### src/rtl/asul_pkg.sv
package asul_pkg;

    localparam int COUNT_BITS_DEF = 16;
    localparam int QUEUE_DEPTH_DEF = 4;

    localparam int BYTE_W = 8;
    localparam int LEN_W = 16;

    localparam logic [BYTE_W-1:0] ESC_BYTE = 8'h1B;
    localparam logic [BYTE_W-1:0] LBRACKET = 8'h5B;
    localparam logic [BYTE_W-1:0] CSI_FINAL_LO = 8'h40;
    localparam logic [BYTE_W-1:0] CSI_FINAL_HI = 8'h7E;

    localparam logic [BYTE_W-1:0] LEAD2_MASK = 8'hE0;
    localparam logic [BYTE_W-1:0] LEAD2_CODE = 8'hC0;
    localparam logic [BYTE_W-1:0] LEAD3_MASK = 8'hF0;
    localparam logic [BYTE_W-1:0] LEAD3_CODE = 8'hE0;
    localparam logic [BYTE_W-1:0] LEAD4_MASK = 8'hF8;
    localparam logic [BYTE_W-1:0] LEAD4_CODE = 8'hF0;

    localparam logic KIND_BYTE = 1'b0;
    localparam logic KIND_SUMMARY = 1'b1;

    // One queued item: a held ESC to send, a kept byte to send, and the end mark.
    typedef struct packed {
        logic              esc;
        logic              keep;
        logic [BYTE_W-1:0] data;
        logic              last;
    } t_op;

    function automatic logic [1:0] lead_skip(input logic [BYTE_W-1:0] b);
        logic [1:0] s;
        s = 2'd0;
        if ((b & LEAD2_MASK) == LEAD2_CODE) begin
            s = 2'd1;
        end else if ((b & LEAD3_MASK) == LEAD3_CODE) begin
            s = 2'd2;
        end else if ((b & LEAD4_MASK) == LEAD4_CODE) begin
            s = 2'd3;
        end
        return s;
    endfunction

endpackage

### src/rtl/asul_front.sv
module asul_front (
    input  logic                           i_clk,
    input  logic                           i_rst_n,
    input  logic                           i_valid,
    output logic                           o_ready,
    input  logic [asul_pkg::BYTE_W-1:0]    i_in_byte,
    input  logic                           i_end_of_text,
    input  logic                           i_full,
    output logic                           o_push,
    output asul_pkg::t_op                  o_op
);
    import asul_pkg::*;

    logic r_in_csi;
    logic r_esc_pend;
    logic n_in_csi;
    logic n_esc_pend;
    logic esc;
    logic keep;
    logic accept;

    assign o_ready = !i_full;
    assign accept = i_valid && o_ready;

    always_comb begin
        esc = 1'b0;
        keep = 1'b0;
        n_in_csi = r_in_csi;
        n_esc_pend = 1'b0;
        if (r_in_csi) begin
            if (i_in_byte >= CSI_FINAL_LO && i_in_byte <= CSI_FINAL_HI) begin
                n_in_csi = 1'b0;
            end
        end else if (r_esc_pend && i_in_byte == LBRACKET) begin
            n_in_csi = 1'b1;
        end else begin
            esc = r_esc_pend;
            if (i_in_byte == ESC_BYTE && !i_end_of_text) begin
                n_esc_pend = 1'b1;
            end else begin
                keep = 1'b1;
            end
        end
        if (i_end_of_text) begin
            n_in_csi = 1'b0;
            n_esc_pend = 1'b0;
        end
    end

    assign o_op.esc = esc;
    assign o_op.keep = keep;
    assign o_op.data = i_in_byte;
    assign o_op.last = i_end_of_text;
    assign o_push = accept && (esc || keep || i_end_of_text);

    always_ff @(posedge i_clk) begin
        if (!i_rst_n) begin
            r_in_csi <= 1'b0;
            r_esc_pend <= 1'b0;
        end else if (accept) begin
            r_in_csi <= n_in_csi;
            r_esc_pend <= n_esc_pend;
        end
    end

endmodule

### src/rtl/asul_queue.sv
module asul_queue #(
    parameter int DEPTH = asul_pkg::QUEUE_DEPTH_DEF
) (
    input  logic          i_clk,
    input  logic          i_rst_n,
    input  logic          i_push,
    input  asul_pkg::t_op i_op,
    output logic          o_full,
    input  logic          i_pop,
    output logic          o_nonempty,
    output asul_pkg::t_op o_op
);
    import asul_pkg::*;

    localparam int AW = (DEPTH > 1) ? $clog2(DEPTH) : 1;
    localparam int CW = $clog2(DEPTH + 1);

    t_op            r_mem [DEPTH];
    logic [AW-1:0]  r_wptr;
    logic [AW-1:0]  r_rptr;
    logic [CW-1:0]  r_cnt;

    function automatic logic [AW-1:0] bump(input logic [AW-1:0] p);
        return (p == AW'(DEPTH - 1)) ? '0 : p + 1'b1;
    endfunction

    assign o_full = (r_cnt == CW'(DEPTH));
    assign o_nonempty = (r_cnt != '0);
    assign o_op = r_mem[r_rptr];

    always_ff @(posedge i_clk) begin
        if (i_push) begin
            r_mem[r_wptr] <= i_op;
        end
    end

    always_ff @(posedge i_clk) begin
        if (!i_rst_n) begin
            r_wptr <= '0;
            r_rptr <= '0;
            r_cnt <= '0;
        end else begin
            if (i_push) begin
                r_wptr <= bump(r_wptr);
            end
            if (i_pop) begin
                r_rptr <= bump(r_rptr);
            end
            if (i_push && !i_pop) begin
                r_cnt <= r_cnt + 1'b1;
            end else if (i_pop && !i_push) begin
                r_cnt <= r_cnt - 1'b1;
            end
        end
    end

endmodule

### src/rtl/asul_back.sv
module asul_back #(
    parameter int COUNT_BITS = asul_pkg::COUNT_BITS_DEF
) (
    input  logic                          i_clk,
    input  logic                          i_rst_n,
    input  logic                          i_head_valid,
    input  asul_pkg::t_op                 i_head,
    output logic                          o_pop,
    output logic                          o_valid,
    input  logic                          i_ready,
    output logic                          o_kind,
    output logic [asul_pkg::BYTE_W-1:0]   o_out_byte,
    output logic [asul_pkg::LEN_W-1:0]    o_visual_length,
    output logic                          o_last_result
);
    import asul_pkg::*;

    localparam logic [COUNT_BITS-1:0] CNT_MAX =
        (COUNT_BITS > LEN_W) ? COUNT_BITS'(16'hFFFF) : '1;

    logic                  r_esc_done;
    logic                  r_byte_done;
    logic [1:0]            r_skip;
    logic [COUNT_BITS-1:0] r_count;
    logic                  r_valid;
    logic                  r_kind;
    logic [BYTE_W-1:0]     r_byte;
    logic [LEN_W-1:0]      r_len;
    logic                  r_last;

    logic                  need_esc;
    logic                  need_byte;
    logic                  cur_esc;
    logic                  cur_byte;
    logic                  cur_sum;
    logic                  final_res;
    logic                  fire;
    logic [BYTE_W-1:0]     cur_data;
    logic [1:0]            n_skip;
    logic [COUNT_BITS-1:0] n_count;

    assign need_esc = i_head.esc && !r_esc_done;
    assign need_byte = i_head.keep && !r_byte_done;
    assign cur_esc = need_esc;
    assign cur_byte = !need_esc && need_byte;
    assign cur_sum = !need_esc && !need_byte;
    assign final_res = (cur_esc && !i_head.keep && !i_head.last)
                    || (cur_byte && !i_head.last) || cur_sum;
    assign cur_data = cur_esc ? ESC_BYTE : i_head.data;

    assign fire = i_head_valid && (!r_valid || i_ready);
    assign o_pop = fire && final_res;

    always_comb begin
        n_skip = r_skip;
        n_count = r_count;
        if (cur_sum) begin
            n_skip = 2'd0;
            n_count = '0;
        end else if (r_skip != 2'd0) begin
            n_skip = r_skip - 2'd1;
        end else begin
            n_skip = lead_skip(cur_data);
            if (r_count != CNT_MAX) begin
                n_count = r_count + 1'b1;
            end
        end
    end

    always_ff @(posedge i_clk) begin
        if (!i_rst_n) begin
            r_esc_done <= 1'b0;
            r_byte_done <= 1'b0;
            r_skip <= 2'd0;
            r_count <= '0;
            r_valid <= 1'b0;
        end else begin
            if (fire) begin
                r_skip <= n_skip;
                r_count <= n_count;
                if (final_res) begin
                    r_esc_done <= 1'b0;
                    r_byte_done <= 1'b0;
                end else if (cur_esc) begin
                    r_esc_done <= 1'b1;
                end else begin
                    r_byte_done <= 1'b1;
                end
            end
            if (fire) begin
                r_valid <= 1'b1;
            end else if (i_ready) begin
                r_valid <= 1'b0;
            end
        end
    end

    always_ff @(posedge i_clk) begin
        if (fire) begin
            r_kind <= cur_sum ? KIND_SUMMARY : KIND_BYTE;
            r_byte <= cur_sum ? '0 : cur_data;
            r_len <= cur_sum ? LEN_W'(r_count) : '0;
            r_last <= cur_sum;
        end
    end

    assign o_valid = r_valid;
    assign o_kind = r_kind;
    assign o_out_byte = r_byte;
    assign o_visual_length = r_len;
    assign o_last_result = r_last;

endmodule

### src/rtl/ansi_strip_utf8_length.sv
// Removes ANSI CSI escape sequences (ESC '[' up to a final byte 0x40..0x7E) from a byte
// stream, passes every kept byte on, and after the byte marked end_of_text sends one
// summary transfer carrying the UTF-8 character count of the kept text, saturating at
// the smaller of 2^COUNT_BITS-1 and 65535. Input transfers are taken one per cycle while
// the internal queue has room. The output stage sends one result per cycle while i_ready
// permits; a dropped byte yields no result, a kept byte one, and a byte that releases a
// held ESC or ends the text yields up to three; the queue of QUEUE_DEPTH entries absorbs
// these bursts. Each result is registered in the queue and again in the output stage.
// The block holds no state across texts.
module ansi_strip_utf8_length #(
    parameter int COUNT_BITS = asul_pkg::COUNT_BITS_DEF,
    parameter int QUEUE_DEPTH = asul_pkg::QUEUE_DEPTH_DEF
) (
    input  logic                          i_clk,
    input  logic                          i_rst_n,
    input  logic                          i_valid,
    output logic                          o_ready,
    input  logic [asul_pkg::BYTE_W-1:0]   i_in_byte,
    input  logic                          i_end_of_text,
    output logic                          o_valid,
    input  logic                          i_ready,
    output logic                          o_kind,
    output logic [asul_pkg::BYTE_W-1:0]   o_out_byte,
    output logic [asul_pkg::LEN_W-1:0]    o_visual_length,
    output logic                          o_last_result
);
    import asul_pkg::*;

    logic push;
    logic pop;
    logic full;
    logic nonempty;
    t_op  in_op;
    t_op  head_op;

    asul_front u_front (
        .i_clk         (i_clk),
        .i_rst_n       (i_rst_n),
        .i_valid       (i_valid),
        .o_ready       (o_ready),
        .i_in_byte     (i_in_byte),
        .i_end_of_text (i_end_of_text),
        .i_full        (full),
        .o_push        (push),
        .o_op          (in_op)
    );

    asul_queue #(
        .DEPTH (QUEUE_DEPTH)
    ) u_queue (
        .i_clk      (i_clk),
        .i_rst_n    (i_rst_n),
        .i_push     (push),
        .i_op       (in_op),
        .o_full     (full),
        .i_pop      (pop),
        .o_nonempty (nonempty),
        .o_op       (head_op)
    );

    asul_back #(
        .COUNT_BITS (COUNT_BITS)
    ) u_back (
        .i_clk           (i_clk),
        .i_rst_n         (i_rst_n),
        .i_head_valid    (nonempty),
        .i_head          (head_op),
        .o_pop           (pop),
        .o_valid         (o_valid),
        .i_ready         (i_ready),
        .o_kind          (o_kind),
        .o_out_byte      (o_out_byte),
        .o_visual_length (o_visual_length),
        .o_last_result   (o_last_result)
    );

    a_no_push_when_full: assert property (@(posedge i_clk) disable iff (!i_rst_n)
        !(push && full))
        else $error("Queue written while full.");

    a_no_pop_when_empty: assert property (@(posedge i_clk) disable iff (!i_rst_n)
        !(pop && !nonempty))
        else $error("Queue read while empty.");

    a_summary_fields: assert property (@(posedge i_clk) disable iff (!i_rst_n)
        (o_valid && o_kind == KIND_SUMMARY) |-> (o_out_byte == '0 && o_last_result))
        else $error("Summary transfer has a byte or lacks the last mark.");

    a_byte_fields: assert property (@(posedge i_clk) disable iff (!i_rst_n)
        (o_valid && o_kind == KIND_BYTE) |-> (o_visual_length == '0 && !o_last_result))
        else $error("Byte transfer carries a length or the last mark.");

endmodule
### config.mk
export PLATFORM = sky130hd
export DESIGN_NAME = ansi_strip_utf8_length
export DESIGN_NICKNAME = d
export VERILOG_FILES = /design/src/rtl/asul_pkg.sv /design/src/rtl/asul_front.sv /design/src/rtl/asul_queue.sv /design/src/rtl/asul_back.sv /design/src/rtl/ansi_strip_utf8_length.sv
export SDC_FILE = /design/constraint.sdc
export NUM_CORES = 1
export LEC_CHECK = 0
export CORE_MARGIN = 5
export CORE_UTILIZATION = 28
export CTS_CLUSTER_DIAMETER = 60
export DETAILED_ROUTE_END_ITERATION = 8
export DONT_BUFFER_PORTS = 1
export MAX_ROUTING_LAYER = met4
export SYNTH_ARGS = -nofsm -noshare
export SYNTH_HDL_FRONTEND = slang
export SYNTH_SLANG_ARGS = --single-unit
### constraint.sdc
create_clock -name i_clk -period 8.3 [get_ports i_clk]
set_input_delay 0 -clock i_clk [delete_from_list [all_inputs] [get_ports i_clk]]
set_output_delay 0 -clock i_clk [all_outputs]
set_load 0.01 [all_outputs]
## Yosys cells after proc, flatten, opt, wreduce, memory -nomap -nowiden

Memories as Yosys holds them, arrays and structs flattened. A register that Yosys moved wholly into a read port is not among the register bits.
Cells that the tools add are included.

- Bits in registers: 56
- Memories: 1
- Bits in writable memories: 44

Memory list:

| memory | depth | width | read ports | clocked after Yosys merged registers in | wr ports | RTL line | text |
|---|---|---|---|---|---|---|---|
| u_queue.r_mem | 4 | 11 | 1 | 1 | 1 | asul_queue.sv:18 | `t_op r_mem [DEPTH];` |

- Equal/unequal tests: 11
- Reductions and logical operators: 42
- Mux-type cells: 37
- $lt $le $gt $ge: 2
- Add/subtract/negate cells: 6

Operators with widths:

| cell | number |
|---|---|
| two-way mux 16 bit | 3 |
| two-way mux 1 bit | 22 |
| two-way mux 2 bit | 9 |
| adder 16 x 1 -> 16 bit, second input constant | 1 |
| logical AND 1 bit | 16 |
| inequality test 16 bit, second input constant | 1 |
| zero test 1 bit | 11 |
| nonzero test 2 bit | 5 |
| equality test 8 x 5 -> 1 bit, second input constant | 1 |
| equality test 8 x 7 -> 1 bit, second input constant | 1 |
| >= comparator 8 x 7 -> 1 bit, second input constant | 1 |
| <= comparator 8 x 7 -> 1 bit, second input constant | 1 |
| two-way mux 8 bit | 1 |
| equality test 3 bit, second input constant | 2 |
| two-way mux 3 bit | 2 |
| equality test 5 bit, second input constant | 1 |
| logical OR 1 bit | 5 |
| adder 2 x 1 -> 2 bit, second input constant | 2 |
| equality test 2 bit, second input constant | 2 |
| equality test 4 bit, second input constant | 1 |
| AND reduction 2 bit | 2 |
| adder 3 x 1 -> 3 bit, second input constant | 1 |
| AND reduction 3 bit | 1 |
| nonzero test 3 bit | 1 |
| other kinds (5) | 5 |

## Logic depth before layout (Yosys ltp)

Gate-level depths: netlist of the first run.

- Word-level depth: 12
- Depth in mapped cells: 10
- Mapped depth without buffers: 10

## By module

From an unflattened synthesis of the first run, not the netlist that was laid out.

- Cell total of the unflattened synthesis: 344
- Area total of the unflattened synthesis: 4489.3 um^2

Modules (own cells, without submodules):

| module | seq. area each (um^2) | area each (um^2) | times used | cells an instance |
|---|---|---|---|---|
| asul_back | 1171.1 | 2128.3 | 1 | 204 |
| asul_queue | 1501.4 | 2048.2 | 1 | 101 |
| asul_front | 40.0 | 312.8 | 1 | 39 |

## Worst setup path after synthesis of the first run

Ideal clock, no wire load.

- Path type: register to register
- Start: register u_queue.r_cnt[0]
- End: register u_queue.r_cnt[2]
- Arrival time: 3.149 ns
- Path buffers: 1
- Stages on the path, launching flop included: 11
- Path slack: 5.075 ns
- Setup time: 0.076 ns
- Data required time: 8.224 ns
- Path through: dfxtp_1 or3_1 and2_1 clkbuf_1 o221ai_1 ha_1 inv_1 fa_1 xor2_1 or3_1 a21boi_0

RTL lines:

| element | RTL line | text |
|---|---|---|
| start: declaration | asul_queue.sv:21 | `logic [CW-1:0] r_cnt;` |
| start signal: assignment | asul_queue.sv:50 | `r_cnt <= r_cnt + 1'b1;` |
| start signal: assignment | asul_queue.sv:52 | `r_cnt <= r_cnt - 1'b1;` |
| nonzero test 3 bit (*) | asul_queue.sv:28 | `assign o_nonempty = (r_cnt != '0);` |
| logical AND 1 bit (*) | asul_back.sv:51 | `assign fire = i_head_valid && (!r_valid \|\| i_ready);` |
| net u_back.fire | asul_back.sv:37 | `logic fire;` |
| logical AND 1 bit (*) | asul_back.sv:52 | `assign o_pop = fire && final_res;` |
| zero test 1 bit | asul_queue.sv:49 | `if (i_push && !i_pop) begin` |
| logical AND 1 bit | asul_queue.sv:49 |  |
| two-way mux 3 bit or nonzero test 2 bit (tied branches) | n/a |  |

Mark *: on every way through the listed nets, which the timed path passes. The rest lies on a longest branch. The select of a mux whose other input is x is not followed.
A chain may end at the register's enable or synchronous reset.

==> results of run 1 <==
cell families after synthesis:
family / Yosys count / synth area share (%)
xor+xnor: 14 / 2.85
buf+inv: 20 / 2.27
compound gates: 38 / 5.62
simple gates: 132 / 16.7
mux: 16 / 6.93
fa+ha+maj: 8 / 2.50
flops: 101 / 63.1
worst max-delay path, stage by stage (launching register included):
cell      delay, ns
dfxtp_1        0.87
mux2i_1        0.25
o22a_1         0.48
o221ai_1       0.50
ha_1           0.27
inv_1          0.07
fa_1           0.42
xor2_1         0.16
or3_1          0.32
a21boi_0       0.19
power by group:
group | total (W) | switching [W] | internal (W)
clock | 0.000419 | 0.000178 | 0.000241
sequential | 0.000776 | 0.0000974 | 0.000679
combinational | 0.000375 | 0.000237 | 0.000139
total | 0.00157 | 0.000511 | 0.00106
worst paths after layout:
path	end	slack (ns)	cells after the start
max	u_queue.r_cnt[2]	4.68	9
min	u_front.r_in_csi	0.03	3
min reg2reg	u_back.r_esc_done	0.49	2
max reg2reg	u_queue.r_cnt[2]	4.68	9
cells in the mapped netlist (2+ instances only):
cell and n:
edfxtp_1 69, dfxtp_1 32, and3_1 24, nand2_1 23, nor2_1 22, nand4_1 12, mux4_2 11, o21ai_0 11
a21oi_1 10, nand3_1 9, and2_1 8, inv_1 8, xor2_1 8, ha_1 7, clkbuf_1 6, or3_1 6
xnor2_1 6, mux2i_1 5, nor3_1 5, nor3b_1 4, buf_2 3, nand2b_1 3, nor2b_1 3, nor4_1 3
a21boi_0 2, and4_1 2, buf_6 2, o21a_1 2, o22ai_1 2
repair_timing:
item                                   CTS  global route
hold buffers                            11             0
gates resized for setup                  0             0
endpoints found under the hold margin   58             0
layer usage:
layer / global-route usage [%] / vias up / share of wire (%)
li1: - / 1257 / -
met1: 11.9 / 1250 / 47
met2: 15.6 / 51 / 48
met3: 3.11 / 10 / 4.6
met4: 2.57 / 0 / 1.3
met5: - / - / 0
sequential cells by signal (all words and copies together), names as in the netlist, named ones only:
register                count
u_queue.r_mem              44
u_queue.r_wptr              2
u_back.o_last_result        1
u_back.r_skip               2
u_queue.r_cnt               3
u_back.o_valid              1
u_queue.r_rptr              2
u_back.r_count             16
u_back.o_visual_length     16
u_front.r_esc_pend          1
u_back.o_out_byte           8
u_front.r_in_csi            1
u_back.r_byte_done          1
u_back.r_esc_done           1
metrics by stage:
| stage | power, W | utilization (%) | instance area [um2] |
|---|---|---|---|
| 6_report | 0.00157 | 32.2 | 4880 |
| 5_1_grt | 0.00167 | 32.2 | 4880 |
| 4_1_cts | 0.00159 | 32.2 | 4880 |
| 3_5_place_dp | 0.00116 | 29.5 | 4470 |
| 3_3_place_gp | 0.00114 | 29.5 | 4470 |
| 2_1_floorplan | 0.00107 | - | 4300 |
cell type report:
cell class                 instances  area [um2]
clock buffer                      10         239
tap                              188         235
fill                            1481       10300
multi-input combinational        208        1490
sequential                       101        2710
clock inverter                     6        61.3
inverter                           8        30.0
timing repair buffer              12         118
==> impl_metrics.csv, run 1 <==
group,metric,value,unit
cells_and_area,layout_commonest_cell,"edfxtp_1",
critical_path,worstPathArrival,3.88,ns
timing,slew_viol_final,0,
timing,hold-worst-slack,0.0287,ns
status,status,"complete, no violations",
global_routing,grt_pass1_vias,2580,
placement,dp_hpwl,5.55,mm
power,powerDensity,322,mW/mm2
timing,tns,0,ns
clock_tree,cts.reportedPaths.clkPinSlew,0.07,ns
route,drt_iter0_markers,149,
synth,postSynthAreaPerCell,13.1,um2
floorplanning,die_h,134,um
timing,fin_crit,3.62,ns
critical_path,crit_required,8.56,ns
cells_and_area,layout-drive-gt1-share,9.57,%
placement,dp.cells,506,
synth,synth_nets,350,
min_path,hp-class,"input pin to register",
clock_tree,post_cts_buffers,0,
timing,max_freq,276,MHz
clock_tree,cts_buffer_depth,2,
synth,yosys.area.top_type,"edfxtp_1",
clock_tree,cts_sinks,101,
placement,place_ws,4.65,ns
synth,seq_area_frac_synth,63.1,%
timing,finClkSkew,0.0104,ns
timing,finalCritPeriodShare,43.6,%
route,wirelength,8.13,mm
cells_and_area,antenna_cells,0,
global_routing,grt_pass1_wl,13.4,mm
timing,max-slew-margin-rel,31.5,%
synth,synth_top_area_share,48.2,%
floorplanning,start_util,28.4,%
min_path,hp-start,"i_in_byte[7]",
route,viasPerCell,4.82,
global_routing,overflow,0,
placement,gp_congestion,0.815,
timing,timing_hold_violations_final,0,
placement,port_buffers,0,
cells_and_area,layout_common_cells,"edfxtp_1 (69), dfxtp_1 (32), and3_1 (24)",
route,vias,2568,
timing,rsz0062_at_grt,"no",
route,wl_per_cell,15.2,um
clock_tree,numCtsBuffers,9,
clock_tree,cts_root_buf,"clkbuf_16",
clock_tree,cts_tree,"yes",
global_routing,grt_usage,9.72,%
timing,worst_pin_slew,1.02,ns
floorplanning,fp-row-count,45,
global_routing,antenna_found_initial,0,
critical_path,cp_max_fo,19,
timing,setup_viol,0,
clock_tree,htreeDepth,3,
critical_path,worstSetupPathType,"register to register",
floorplanning,ios,41,
floorplanning,dieArea,0.0179,mm2
floorplanning,die_w,134,um
power,vdd_drop_max,0.154,mV
route,ant_nets,0,
synth,netlist_instances,329,
synth,ys_types,50,
global_routing,grt_max_degree,37,
job,max-cap-violations,0,
clock_tree,clk_latency,0.34,ns
timing,worst_slack,4.68,ns
synth,synth_seq_cells,101,
power,power.leakage,1.69,nW
synth,synth_edf_count,69,
route,drc,0,
cells_and_area,fin_cells,533,
cells_and_area,fin_nets,361,
cells_and_area,syn_to_final_growth,13.6,%
floorplanning,core-area,0.0151,mm2
critical_path,worstSetupEndpointType,"register",
critical_path,crit_path_start_kind,"register",
route,firstDrtPassIters,4,
synth,synth_ff_type,"edfxtp_1",
synth,synth_warnings,0,
synth,synth_area,0.00430,mm2
synth,yosys-top-cells-area,"edfxtp_1 (48%), dfxtp_1 (15%), mux4_2 (5.8%)",
synth,async_flop_share,0,%
Note: power is estimated with default switching activity, not from simulation.
==> run 2, diff against run 1 <==
==> constraint.sdc (replaced) <==
create_clock -name i_clk -period 3.3 [get_ports i_clk]
set_input_delay 0 -clock i_clk [delete_from_list [all_inputs] [get_ports i_clk]]
set_output_delay 0 -clock i_clk [all_outputs]
set_load 0.01 [all_outputs]
==> run 2 against run 1 <==
Against the previous run: combinational power grew to 2.7 times the previous value; power is 150% higher; clock power up 130%; critical path type unchanged; sequential cell count is the same; critical endpoint unchanged; count of clock-buffer cells in the layout up 1; critical path depth stayed put; highest routed layer unchanged; cell area is 0.10% higher; hold slack got worse by 0.013 ns; maximum frequency grew 21%; core utilization hardly changed; first-iteration DRC count grew 30%.
==> impl_metrics.csv, run 2 (synthesis gave the netlist of run 1 again) <==
group,metric,value,unit
status,status,"complete, no violations",
timing,timing_hold_violations_final,0,
critical_path,worstSetupEndpointType,"register",
timing,worst_slack,0.313,ns
placement,gp_congestion,0.806,
route,drt_iter0_markers,194,
timing,hold-worst-slack,0.0156,ns
clock_tree,cts_root_buf,"clkbuf_16",
route,ant_nets,0,
critical_path,crit_path_start_kind,"register",
clock_tree,htreeDepth,3,
global_routing,overflow,0,
timing,worst_pin_slew,0.873,ns
clock_tree,cts_tree,"yes",
floorplanning,core-area,0.0151,mm2
route,wl_met3,302,um
power,power.leakage,1.68,nW
timing,max_freq,335,MHz
global_routing,grt_pass1_vias,2597,
cells_and_area,design_area,0.00489,mm2
min_path,hp-class,"input pin to register",
clock_tree,post_cts_buffers,0,
cells_and_area,layout_commonest_cell,"edfxtp_1",
cells_and_area,largest_reg_flops,44,
cells_and_area,layout_common_cells,"edfxtp_1 (69), dfxtp_1 (32), and3_1 (24)",
clock_tree,cts_sinks,101,
clock_tree,cts_resized,0,
cells_and_area,top_register,"u_queue.r_mem",
power,vdd_drop_max,0.319,mV
clock_tree,cts_hold_buf,11,
route,vias,2607,
route,route.met2.wl,3.99,mm
route,top_layer_used,"met4",
critical_path,crit_required,3.57,ns
global_routing,grt_pass1_wl,13.4,mm
placement,dp_hpwl,5.58,mm
timing,setup_viol,0,
global_routing,grt_usage,9.73,%
power,total_power,0.00387,W
timing,finClkSkew,0.00737,ns
floorplanning,start_util,28.4,%
timing,tns,0,ns
route,firstDrtPassIters,4,
cells_and_area,antenna_cells,0,
timing,fin_crit,2.99,ns
floorplanning,fp-row-count,45,
cells_and_area,layout-drive-gt1-share,10.3,%
timing,rsz0062_at_grt,"no",
power,powerDensity,792,mW/mm2
timing,max-slew-margin-rel,41.2,%
route,wl_per_cell,15.0,um
placement,placed_area,0.00451,mm2
floorplanning,die_h,134,um
floorplanning,die_w,134,um
route,viasPerCell,4.85,
floorplanning,ios,41,
floorplanning,dieArea,0.0179,mm2
global_routing,grt_max_degree,37,
critical_path,worstPathArrival,3.25,ns
timing,finalCritPeriodShare,90.5,%
cells_and_area,fin_nets,366,
timing,slew_viol_final,0,
clock_tree,numCtsBuffers,9,
placement,port_buffers,0,
route,wirelength,8.07,mm
placement,place_ws,0.321,ns
clock_tree,cts_buffer_depth,2,
clock_tree,clk_latency,0.34,ns
job,max-cap-violations,0,
route,met1_length,3.70,mm
critical_path,worstSetupPathType,"register to register",
route,drc,0,
critical_path,cp_max_fo,13,
cells_and_area,syn_to_final_growth,13.7,%
global_routing,antenna_found_initial,0,
clock_tree,cts.reportedPaths.clkPinSlew,0.07,ns
run 2: cell types whose count changed in the layout (fill, tap and decap cells not counted), sizes merged:
cell	previous run	this run
buf	1	6
bufinv	1	0
clkbuf	10	11
clkinv	4	1
clkinvlp	0	3
run 2: worst max-delay path, stage by stage (launching register included):
cell and delay, ns:
dfxtp_1 0.68, nand2b_1 0.16, o22a_1 0.24, o221ai_1 0.44, ha_1 0.28, inv_1 0.07
fa_1 0.43, xor2_1 0.16, or3_1 0.30, a21boi_0 0.15
run 2: cell type report:
class / instances / area, um2
fillers: 1474 / 10300
well taps: 188 / 235
multi-input cells: 208 / 1490
clock inverters: 5 / 35.0
flip-flops and latches: 101 / 2710
repair buffers: 17 / 155
clock buffers: 11 / 233
inverters: 8 / 30.0
run 2: final timing paths:
check | from | endpoint | slack, ns | depth (start not counted)
hold / removal | i_rst_n | u_back.r_count[15] | 0.02 | 3
hold reg to reg | u_back.r_esc_done | u_back.r_esc_done | 0.49 | 2
setup reg to reg | register | u_queue.r_cnt[2] | 0.31 | 9
setup / recovery | register | u_queue.r_cnt[2] | 0.31 | 9
run 2: report_power, final:
part,leakage [nW],internal [W],switching [W]
clock network,0.120,0.000512,0.000439
logic,0.659,0.000383,0.000614
registers,0.905,0.00171,0.000219
run 2: metrics by stage:
stage	instances	utilization, %
final	538	32.3
after floorplan	329	-
after global placement	511	29.8
after detailed placement	511	29.8
after CTS	538	32.3
after global routing	538	32.3
run 2: routing by layer:
layer,vias up,GRT usage [%]
met1,1281,11.8
li1,1271,-
met3,8,3.00
met2,47,15.8
met5,-,-
met4,0,2.74
==> run 3, diff against run 2 <==
==> constraint.sdc (replaced) <==
create_clock -name i_clk -period 3.45 [get_ports i_clk]
set_input_delay 0 -clock i_clk [delete_from_list [all_inputs] [get_ports i_clk]]
set_output_delay 0 -clock i_clk [all_outputs]
set_load 0.01 [all_outputs]
==> run 3 against run 2 <==
Against the previous run: via count shrank 0.88%; global-route usage shrank 0.15 points; non-clock buffer count is the same; wire length grew 0.20%; cell area grew 0.64%; first-iteration DRC count shrank 4.1%; maximum frequency grew 1.1%; worst setup slack gained 0.18 ns; sequential share of layout area shrank 0.35 points; cell count is the same; critical path type unchanged; largest power group unchanged.
==> impl_metrics.csv, run 3 (synthesis gave the netlist of run 1 again) <==
group,metric,value,unit
floorplanning,ios,41,
clock_tree,numCtsBuffers,9,
route,firstDrtPassIters,4,
floorplanning,dieArea,0.0179,mm2
timing,worst_slack,0.495,ns
route,wirelength,8.09,mm
floorplanning,fp-row-count,45,
clock_tree,cts_tree,"yes",
critical_path,worstPathArrival,3.21,ns
floorplanning,die_h,134,um
placement,port_buffers,0,
floorplanning,core-area,0.0151,mm2
min_path,hp-start,"i_rst_n",
placement,dp_hpwl,5.67,mm
global_routing,grt_pass1_wl,13.4,mm
timing,tns,0,ns
timing,finClkSkew,0.00788,ns
critical_path,worstSetupPathType,"register to register",
route,wl_per_cell,15.0,um
timing,finalCritPeriodShare,85.6,%
timing,max-slew-margin-rel,40.3,%
placement,gp_congestion,0.811,
clock_tree,cts_resized,0,
clock_tree,cts_root_buf,"clkbuf_16",
timing,worst_pin_slew,0.888,ns
cells_and_area,antenna_cells,0,
floorplanning,start_util,28.4,%
clock_tree,cts_buffer_depth,2,
placement,place_ws,0.454,ns
clock_tree,cts.reportedPaths.clkPinSlew,0.07,ns
cells_and_area,layout_commonest_cell,"edfxtp_1",
timing,setup_viol,0,
cells_and_area,fin_nets,366,
power,p_comb_share,25.4,%
job,max-cap-violations,0,
power,powerDensity,772,mW/mm2
critical_path,cp_max_fo,13,
floorplanning,die_w,134,um
global_routing,antenna_found_initial,0,
cells_and_area,fin_cells,538,
placement,dp.cells,511,
global_routing,grt_usage,9.58,%
timing,rsz0062_at_grt,"no",
cells_and_area,seq_area,0.00271,mm2
critical_path,crit_required,3.71,ns
cells_and_area,syn_to_final_growth,14.5,%
critical_path,worstSetupEndpointType,"register",
power,clkPwrFrac,26.2,%
power,power.leakage,1.71,nW
clock_tree,clk_latency,0.33,ns
critical_path,crit_path_start_kind,"register",
power,p_sw,0.00123,W
cells_and_area,multi_input_area,0.00149,mm2
global_routing,overflow,0,
min_path,hp-class,"input pin to register",
global_routing,grt_pass1_vias,2585,
cells_and_area,top_register,"u_queue.r_mem",
clock_tree,cts_sinks,101,
power,p_seq_share,48.4,%
cells_and_area,design_area,0.00492,mm2
power,switching_share,32.4,%
cells_and_area,layout-drive-gt1-share,10.6,%
clock_tree,cts_hold_buf,11,
power,internal_power,0.00257,W
route,viasPerCell,4.80,
global_routing,grt_max_degree,37,
clock_tree,htreeDepth,3,
route,drc,0,
route,drt_iter0_markers,186,
cells_and_area,largest_reg_flops,44,
timing,timing_hold_violations_final,0,
clock_tree,post_cts_buffers,0,
route,ant_nets,0,
cells_and_area,fill_cells,1467,
timing,max_freq,338,MHz
cells_and_area,layout_common_cells,"edfxtp_1 (69), dfxtp_1 (32), and3_1 (24)",
power,vdd_drop_max,0.292,mV
route,vias,2584,
timing,slew_viol_final,0,
timing,fin_crit,2.95,ns
placement,placed_area,0.00451,mm2
status,status,"complete, no violations",
-- run 3: routing by layer --
layer  track usage, %  wire (um)  part of all wire [%]
met5                -          0                     0
met4             1.83         24                  0.30
met3             2.74        300                   3.7
met2             15.8       3980                    49
met1             11.9       3780                    47
-- run 3: worst paths after layout --
kind,end,depth (start not counted),slack [ns]
worst max-delay path,u_queue.r_cnt[2],9,0.50
worst min-delay path,u_back.r_count[8],3,0.03
worst max register to register,u_queue.r_cnt[2],9,0.50
worst min register to register,u_back.r_byte_done,2,0.50
-- run 3: area by class of cell --
| class | instances | area share [%] |
|---|---|---|
| timing repair buffer | 17 | 3.15 |
| inverter | 8 | 0.610 |
| sequential | 101 | 55.1 |
| tap | 188 | 4.78 |
| clock inverter | 7 | 1.50 |
| multi-input combinational | 208 | 30.2 |
| clock buffer | 9 | 4.58 |
-- run 3: metrics by stage --
step / power [W] / hold WS, ns / util [%]
2_1_floorplan: 0.00258 / 0.0989 / -
3_3_place_gp: 0.00280 / 0.0994 / 29.8
3_5_place_dp: 0.00283 / 0.0993 / 29.8
4_1_cts: 0.00385 / 0.0138 / 32.5
5_1_grt: 0.00404 / 0.0435 / 32.5
6_report: 0.00380 / 0.0267 / 32.5
-- run 3: worst max-delay path: stages (launching register included) --
cell and delay [ns]:
dfxtp_1 0.67, nand2b_1 0.16, o22a_1 0.25, o221ai_1 0.41, ha_1 0.28, inv_1 0.07, fa_1 0.43, xor2_1 0.16
or3_1 0.30, a21boi_0 0.16
-- run 3: power by group through the flow --
stage / clock network, W / registers [W] / logic [W]
2_1_floorplan: 0 / 0.00182 / 0.000754
3_3_place_gp: 0 / 0.00187 / 0.000927
3_5_place_dp: 0 / 0.00187 / 0.000958
4_1_cts: 0.00102 / 0.00185 / 0.000980
5_1_grt: 0.00107 / 0.00187 / 0.00109
6_report: 0.000994 / 0.00184 / 0.000964
